**src/dcci_pkg.sv**
```systemverilog
`default_nettype none

package dcci_pkg;

  // Command codes carried with each request.
  localparam logic CMD_INTERPOLATE = 1'b0;
  localparam logic CMD_DEPTH_CUE   = 1'b1;

  // Configuration register indexes.
  localparam int unsigned CFG_IDX_W = 2;
  localparam logic [CFG_IDX_W-1:0] REG_FAR_RED   = 2'd0;
  localparam logic [CFG_IDX_W-1:0] REG_FAR_GREEN = 2'd1;
  localparam logic [CFG_IDX_W-1:0] REG_FAR_BLUE  = 2'd2;

  // Fixed field widths.
  localparam int unsigned CHAN_W  = 16;
  localparam int unsigned FAR_W   = 32;
  localparam int unsigned MAC_W   = 32;
  localparam int unsigned PROD_W  = 32;
  localparam int unsigned FRAC_W  = 12;
  localparam int unsigned SUM_W   = 34;
  localparam int unsigned BYTE_W  = 8;

  // Register enables for the three pipeline stages.
  typedef struct packed {
    logic en1;
    logic en2;
    logic en3;
  } stage_en_t;

endpackage

`default_nettype wire

```
**src/dcci_lane.sv**
```systemverilog
`default_nettype none

// One colour channel: difference and saturation, multiply, then sum, shift and clamp.
module dcci_lane (
  input  wire logic                                    clk_i,
  input  wire dcci_pkg::stage_en_t                     en_i,
  input  wire logic signed [dcci_pkg::CHAN_W-1:0]      src_i,
  input  wire logic signed [dcci_pkg::FAR_W-1:0]       far_i,
  input  wire logic signed [dcci_pkg::CHAN_W-1:0]      blend_i,
  output logic signed [dcci_pkg::MAC_W-1:0]            mac_o,
  output logic        [dcci_pkg::BYTE_W-1:0]           byte_o
);

  logic signed [dcci_pkg::FAR_W-1:0]  diff;
  logic signed [dcci_pkg::CHAN_W-1:0] sat_d;
  logic signed [dcci_pkg::CHAN_W-1:0] src1_q, sat1_q, w1_q;
  logic signed [dcci_pkg::CHAN_W-1:0] src2_q;
  logic signed [dcci_pkg::PROD_W-1:0] prod_d, prod2_q;
  logic signed [dcci_pkg::SUM_W-1:0]  sum;
  logic signed [dcci_pkg::MAC_W-1:0]  mac_d, mac3_q;
  logic        [dcci_pkg::BYTE_W-1:0] byte_d, byte3_q;

  // The 44-bit wrap followed by the shift by twelve leaves the difference
  // wrapped to 32 bits.
  assign diff = far_i - dcci_pkg::FAR_W'(src_i);

  always_comb begin
    if (diff[dcci_pkg::FAR_W-1] && !(&diff[dcci_pkg::FAR_W-2:dcci_pkg::CHAN_W-1])) begin
      sat_d = {1'b1, {(dcci_pkg::CHAN_W-1){1'b0}}};
    end else if (!diff[dcci_pkg::FAR_W-1] && (|diff[dcci_pkg::FAR_W-2:dcci_pkg::CHAN_W-1])) begin
      sat_d = {1'b0, {(dcci_pkg::CHAN_W-1){1'b1}}};
    end else begin
      sat_d = diff[dcci_pkg::CHAN_W-1:0];
    end
  end

  assign prod_d = sat1_q * w1_q;

  // The sum never exceeds 34 bits, so the 44-bit wrap has no effect here.
  assign sum = (dcci_pkg::SUM_W'(src2_q) <<< dcci_pkg::FRAC_W) + dcci_pkg::SUM_W'(prod2_q);
  assign mac_d = dcci_pkg::MAC_W'(sum >>> dcci_pkg::FRAC_W);

  always_comb begin
    if (sum[dcci_pkg::SUM_W-1]) begin
      byte_d = '0;
    end else if (|sum[dcci_pkg::SUM_W-2:dcci_pkg::FRAC_W+4+dcci_pkg::BYTE_W]) begin
      byte_d = '1;
    end else begin
      byte_d = sum[dcci_pkg::FRAC_W+4+dcci_pkg::BYTE_W-1:dcci_pkg::FRAC_W+4];
    end
  end

  always_ff @(posedge clk_i) begin
    if (en_i.en1) begin
      src1_q <= src_i;
      sat1_q <= sat_d;
      w1_q   <= blend_i;
    end
    if (en_i.en2) begin
      src2_q  <= src1_q;
      prod2_q <= prod_d;
    end
    if (en_i.en3) begin
      mac3_q  <= mac_d;
      byte3_q <= byte_d;
    end
  end

  assign mac_o  = mac3_q;
  assign byte_o = byte3_q;

endmodule

`default_nettype wire

```
**src/depth_cue_color_interpolator_core.sv**
```systemverilog
// A request accepted into stage one moves on to stage two and then to stage three, whose
// registers drive the outputs. Throughput: one request per cycle while any stage is free;
// a new request is taken while results wait downstream, until every stage is full.
// Stall: each of the three stages holds when the one after it is full and stalled.
// Reset: rst_ni (asynchronous, active low) empties the pipeline and clears the far colour.
// The configuration port is always ready.
`default_nettype none

module depth_cue_color_interpolator_core (
  input  wire logic                                  clk_i,
  input  wire logic                                  rst_ni,
  // Configuration write channel.
  input  wire logic                                  cfg_valid_i,
  output logic                                       cfg_ready_o,
  input  wire logic [dcci_pkg::CFG_IDX_W-1:0]        cfg_index_i,
  input  wire logic [dcci_pkg::FAR_W-1:0]            cfg_data_i,
  // Input request channel.
  input  wire logic                                  in_valid_i,
  output logic                                       in_ready_o,
  input  wire logic                                  command_i,
  input  wire logic signed [dcci_pkg::CHAN_W-1:0]    chan_one_in_i,
  input  wire logic signed [dcci_pkg::CHAN_W-1:0]    chan_two_in_i,
  input  wire logic signed [dcci_pkg::CHAN_W-1:0]    chan_three_in_i,
  input  wire logic [31:0]                           color_in_i,
  input  wire logic signed [dcci_pkg::CHAN_W-1:0]    blend_factor_i,
  // Result channel.
  output logic                                       out_valid_o,
  input  wire logic                                  out_ready_i,
  output logic signed [dcci_pkg::MAC_W-1:0]          mac_red_o,
  output logic signed [dcci_pkg::MAC_W-1:0]          mac_green_o,
  output logic signed [dcci_pkg::MAC_W-1:0]          mac_blue_o,
  output logic [31:0]                                color_out_o
);

  // Far colour registers, written by the user only while the pipeline is idle; not enforced.
  logic signed [dcci_pkg::FAR_W-1:0] far_red_q, far_green_q, far_blue_q;

  always_ff @(posedge clk_i or negedge rst_ni) begin
    if (!rst_ni) begin
      far_red_q   <= '0;
      far_green_q <= '0;
      far_blue_q  <= '0;
    end else if (cfg_valid_i) begin
      case (cfg_index_i)
        dcci_pkg::REG_FAR_RED:   far_red_q   <= cfg_data_i;
        dcci_pkg::REG_FAR_GREEN: far_green_q <= cfg_data_i;
        dcci_pkg::REG_FAR_BLUE:  far_blue_q  <= cfg_data_i;
        default: ;
      endcase
    end
  end

  assign cfg_ready_o = 1'b1;

  // Stage control. A stage loads whenever it is empty or its contents move on,
  // so the pipeline keeps filling while only the output waits, until every stage is full.
  logic v1_q, v2_q, v3_q;
  dcci_pkg::stage_en_t en;

  assign en.en3 = !v3_q || out_ready_i;
  assign en.en2 = !v2_q || en.en3;
  assign en.en1 = !v1_q || en.en2;
  assign in_ready_o = en.en1;

  always_ff @(posedge clk_i or negedge rst_ni) begin
    if (!rst_ni) begin
      v1_q <= 1'b0;
      v2_q <= 1'b0;
      v3_q <= 1'b0;
    end else begin
      if (en.en1) v1_q <= in_valid_i;
      if (en.en2) v2_q <= v1_q;
      if (en.en3) v3_q <= v2_q;
    end
  end

  // Command and code byte travel beside the channel lanes.
  logic       cue1_q, cue2_q, cue3_q;
  logic [7:0] code1_q, code2_q, code3_q;

  always_ff @(posedge clk_i) begin
    if (en.en1) begin
      cue1_q  <= (command_i == dcci_pkg::CMD_DEPTH_CUE);
      code1_q <= color_in_i[31:24];
    end
    if (en.en2) begin
      cue2_q  <= cue1_q;
      code2_q <= code1_q;
    end
    if (en.en3) begin
      cue3_q  <= cue2_q;
      code3_q <= code2_q;
    end
  end

  // Source selection: for depth cue each colour byte is scaled by sixteen,
  // which still fits a signed 16-bit source.
  logic signed [dcci_pkg::CHAN_W-1:0] src_r, src_g, src_b;
  logic                               cue_in;

  assign cue_in = (command_i == dcci_pkg::CMD_DEPTH_CUE);
  assign src_r  = cue_in ? {4'b0, color_in_i[7:0],   4'b0} : chan_one_in_i;
  assign src_g  = cue_in ? {4'b0, color_in_i[15:8],  4'b0} : chan_two_in_i;
  assign src_b  = cue_in ? {4'b0, color_in_i[23:16], 4'b0} : chan_three_in_i;

  logic [7:0] byte_r, byte_g, byte_b;

  dcci_lane u_lane_red (
    .clk_i   (clk_i),
    .en_i    (en),
    .src_i   (src_r),
    .far_i   (far_red_q),
    .blend_i (blend_factor_i),
    .mac_o   (mac_red_o),
    .byte_o  (byte_r)
  );

  dcci_lane u_lane_green (
    .clk_i   (clk_i),
    .en_i    (en),
    .src_i   (src_g),
    .far_i   (far_green_q),
    .blend_i (blend_factor_i),
    .mac_o   (mac_green_o),
    .byte_o  (byte_g)
  );

  dcci_lane u_lane_blue (
    .clk_i   (clk_i),
    .en_i    (en),
    .src_i   (src_b),
    .far_i   (far_blue_q),
    .blend_i (blend_factor_i),
    .mac_o   (mac_blue_o),
    .byte_o  (byte_b)
  );

  // Interpolate requests report a zero packed colour.
  assign color_out_o = cue3_q ? {code3_q, byte_b, byte_g, byte_r} : 32'd0;
  assign out_valid_o = v3_q;

`ifndef ASSERT_OFF
  // The number of requests in flight follows accepts and deliveries exactly.
  a_occupancy: assert property (@(posedge clk_i) disable iff (!rst_ni)
    1'b1 |=> $countones({v1_q, v2_q, v3_q}) ==
             $past($countones({v1_q, v2_q, v3_q})) + $past(in_valid_i && in_ready_o)
             - $past(out_valid_o && out_ready_i))
    else $error("pipeline occupancy does not match the handshakes");

  // Input back-pressure only appears when every stage is full and the output is stalled.
  a_full_stall: assert property (@(posedge clk_i) disable iff (!rst_ni)
    !in_ready_o |-> (v1_q && v2_q && v3_q && !out_ready_i))
    else $error("input stalled while the pipeline has room");

  // A stalled output keeps the request behind it in place.
  a_hold_behind: assert property (@(posedge clk_i) disable iff (!rst_ni)
    (v3_q && !out_ready_i && v2_q) |=> v2_q)
    else $error("request behind a stalled output was lost");
`endif

endmodule

`default_nettype wire

```
**config.mk**
```make
export PLATFORM = sky130hd
export DESIGN_NAME = depth_cue_color_interpolator_core
export DESIGN_NICKNAME = d
export VERILOG_FILES = /design/src/dcci_pkg.sv /design/src/dcci_lane.sv /design/src/depth_cue_color_interpolator_core.sv
export SDC_FILE = /design/constraint.sdc
export NUM_CORES = 2
export LEC_CHECK = 0
export ABC_AREA = 1
export BUFFER_PORTS_ARGS = -buffer_cell sky130_fd_sc_hd__buf_2
export CORE_ASPECT_RATIO = 0.7
export CORE_MARGIN = 4
export CORE_UTILIZATION = 45
export CTS_CLUSTER_DIAMETER = 150
export CTS_CLUSTER_SIZE = 40
export DETAILED_ROUTE_END_ITERATION = 10
export GPL_ROUTABILITY_DRIVEN = 1
export PLACE_DENSITY = 0.59
export SLEW_MARGIN = 15
export SYNTH_ARGS = -nofsm -noshare
export SYNTH_HDL_FRONTEND = slang
export SYNTH_SLANG_ARGS = --single-unit
```
**constraint.sdc**
```tcl
create_clock -name clk_i -period 7.65 [get_ports clk_i]
set_input_delay 0.3825 -clock clk_i [delete_from_list [all_inputs] [get_ports clk_i]]
set_output_delay 0.3825 -clock clk_i [all_outputs]
set_load 0.005 [all_outputs]
```
==> results.json <==
{
  "status": "finished clean",
  "ant_nets": 0,
  "syn_area_um2": 57100,
  "finalSetupTns_ns": 0,
  "fmax_mhz": 151,
  "clk_pin_slew_ns": 0.16,
  "coreArea_um2": 126000,
  "layoutNonFillerInstCount": 8936,
  "synthArstFlopShare_pct": 22.9,
  "ctsResizeCount": 0,
  "grt.busiest_layer": "met1",
  "gp_congestion": 0.967,
  "cts_buffer_depth": 3,
  "fin_area_um2": 60800,
  "insertion_delay_ns": 0.60,
  "route.detailed.drc": 0,
  "globalRouteMet2Util_pct": 37.0,
  "die_area_um2": 133000,
  "endpoint_kind": "flop",
  "tightest_slew_ns": 1.10,
  "r2r-start": "u_lane_red.w1_q[7]$_DFFE_PP_",
  "antenna_found_initial": 12,
  "synthCells": 7134,
  "hold_class": "in -> reg",
  "post-route-min-period_ns": 6.63,
  "die_h_um": 306,
  "slew_violations": 0,
  "chipWidth_um": 434,
  "min_period_over_period_pct": 86.7,
  "maxCapViolations": 0,
  "grt_pass1_wl_mm": 257,
  "grt_max_degree": 123,
  "num_rows": 109,
  "cts.sinks": 433,
  "wire_per_inst_um": 18.2,
  "synth_edf_count": 334,
  "synth_cell_types": 53,
  "yosysWarningCount": 0,
  "htree_levels": 1,
  "vias_per_cell": 4.97,
  "ys_ff_latch": 433,
  "overflow": 0,
  "finalSetupViolCount": 0,
  "grt_pass1_vias": 44844,
  "synth_ff_type": "edfxtp_1",
  "rsz0062_at_grt": "no",
  "critical_path_class": "reg -> reg",
  "dr.pass1.iters": 5,
  "path_max_fanout": 27,
  "grt.total_usage_pct": 24.8,
  "fin_nets": 8574,
  "place_inst": 8883,
  "drive_gt1_share_pct": 7.97,
  "worstPathRequired_ns": 8.02,
  "io_pins": 267,
  "tritoncts": "done",
  "startpoint_type": "flop",
  "postPlaceCellArea_um2": 60000,
  "min_from": "blend_factor_i[4]",
  "finClkSkew_ns": 0.0322,
  "port_buffers": 265,
  "clk_root_buffer_cell": "clkbuf_16",
  "slew_headroom_pct": 26.6,
  "critical_path_arrival_ns": 7.00,
  "hold_viol": 0,
  "met1_usage_pct": 37.5,
  "crit_path_start": "u_lane_red.w1_q[7]$_DFFE_PP_",
  "initial_core_util_pct": 45.3,
  "routed-via-count": 44447,
  "seq_area_frac_synth_pct": 21.9,
  "hpwl_mm": 134,
  "area_growth_pct": 6.38,
  "grt.met3_usage_pct": 4.85,
  "numCtsBuffers": 16,
  "syn_avg_cell_area_um2": 8.01,
  "drt_iter0_drc": 3560,
  "drt-total-wl_mm": 162,
  "syn_nets": 8449
}
per-layer routing:
layer / routed length (um) / vias to the layer above
li1: - / 21441
met1: 77400 / 21375
met2: 67300 / 1447
met3: 13600 / 174
met4: 3960 / 10
met5: 62 / -
final timing paths:
check                                                    end  slack, ns  depth (start not counted)
setup / recovery           u_lane_blue.prod2_q[29]$_DFFE_PP_       1.02                         20
hold / removal                  u_lane_red.w1_q[4]$_DFFE_PP_       0.06                          1
setup reg to reg           u_lane_blue.prod2_q[29]$_DFFE_PP_       1.02                         20
hold reg to reg                             cue2_q$_DFFE_PP_       0.43                          0
max in group asynchronous         far_blue_q[22]$_DFFE_PN0P_       6.11                          3
min in group asynchronous          far_red_q[14]$_DFFE_PN0P_       0.29                          2
kinds of logic after synthesis:
kind of cell               share of synthesized area [%]
and+or+nand+nor                                     19.2
AOI/OAI and AO/OA                                   5.81
adders and majority gates                           36.2
xor gates and xnor gates                            2.62
other                                            0.00656
DFF                                                 21.9
buffers and inverters                               14.3
layout make-up:
cell class                      instances  area [um^2]
Multi-Input combinational cell       4578        36500
Antenna cell                            2         5.00
Inverter                             1895         7120
Timing Repair Buffer                  335         2000
Tap cell                             1665         2080
Sequential cell                       433        12500
Clock buffer                           23          458
Fill cell                           12488        65400
Clock inverter                          5          100
worst max-delay path: stages (launching register included):
cell	delay [ns]
edfxtp_1	0.71
buf_4	0.48
nand2_1	0.14
fa_1	0.57
inv_1	0.05
fa_1	0.50
inv_1	0.06
fa_1	0.54
inv_1	0.06
fa_1	0.46
fa_1	0.49
inv_1	0.05
fa_1	0.47
inv_1	0.04
ha_1	0.34
nand2_1	0.12
nor4_1	0.48
nand3b_1	0.16
o211ai_1	0.35
a31oi_1	0.15
xor2_1	0.18
placed cells by master (no fill, tap or decap), drive strengths merged, types with 192 or more instances in the layout:
master / n
a21oi: 267
buf: 312
edfxtp: 334
fa: 789
ha: 390
inv: 1893
nand2: 1942
nand3: 192
nor2: 330
o21ai: 221
Yosys cell counts (all sizes together), types with 2 or more instances:
cell    instances  area [um^2]
nand2        1942         7430
inv          1891         7100
fa            789        15800
ha            390         4880
edfxtp        334        10000
nor2          330         1400
a21oi         267         1470
o21ai         221         1120
nand3         192         1040
clkbuf        169          634
dfrtp          99         2480
xnor2          88          771
xor2           78          728
nand4          65          407
buf            59          398
nor3           42          250
or2            41          257
a31oi          35          219
o21bai         15          113
a21o           11         82.6
nand3b         11         82.6
and2            9         56.3
nor4            9         56.3
o211ai          8         60.1
a21boi          6         45.1
o21a            6         45.0
o221ai          6         52.6
clkinv          4         15.0
a211oi          3         22.5
a221oi          3         26.3
a22o            3         26.3
o31ai           3         22.5
and3            2         12.5
state kept, by name, summed over array words and instances (netlist names), 20 cells and up:
name                  cells
far_red_q                32
far_green_q              32
u_lane_red.mac_o         21
u_lane_red.prod2_q       20
u_lane_green.mac_o       21
u_lane_green.prod2_q     20
u_lane_blue.mac_o        21
u_lane_blue.prod2_q      20
far_blue_q               32
per-stage QoR:
stage	worst slack, ns	hold WS [ns]	utilization (%)
floorplan	1.78	0.0869	-
global placement	1.16	0.381	47.6
detailed placement	1.03	0.378	47.6
CTS	1.03	0.00104	48.2
global route	0.637	0.00981	48.2
finish	1.02	0.0605	48.2
what timing repair did:
| item | 4_1_cts | 5_1_grt |
|---|---|---|
| hold buffers | 22 | 1 |
| hold endpoints to repair | 55 | 1 |
| buffers inserted | 0 | 0 |
Power is not shown: default switching activity piles up to over one toggle a cycle in this logic, so the estimate is an artifact.
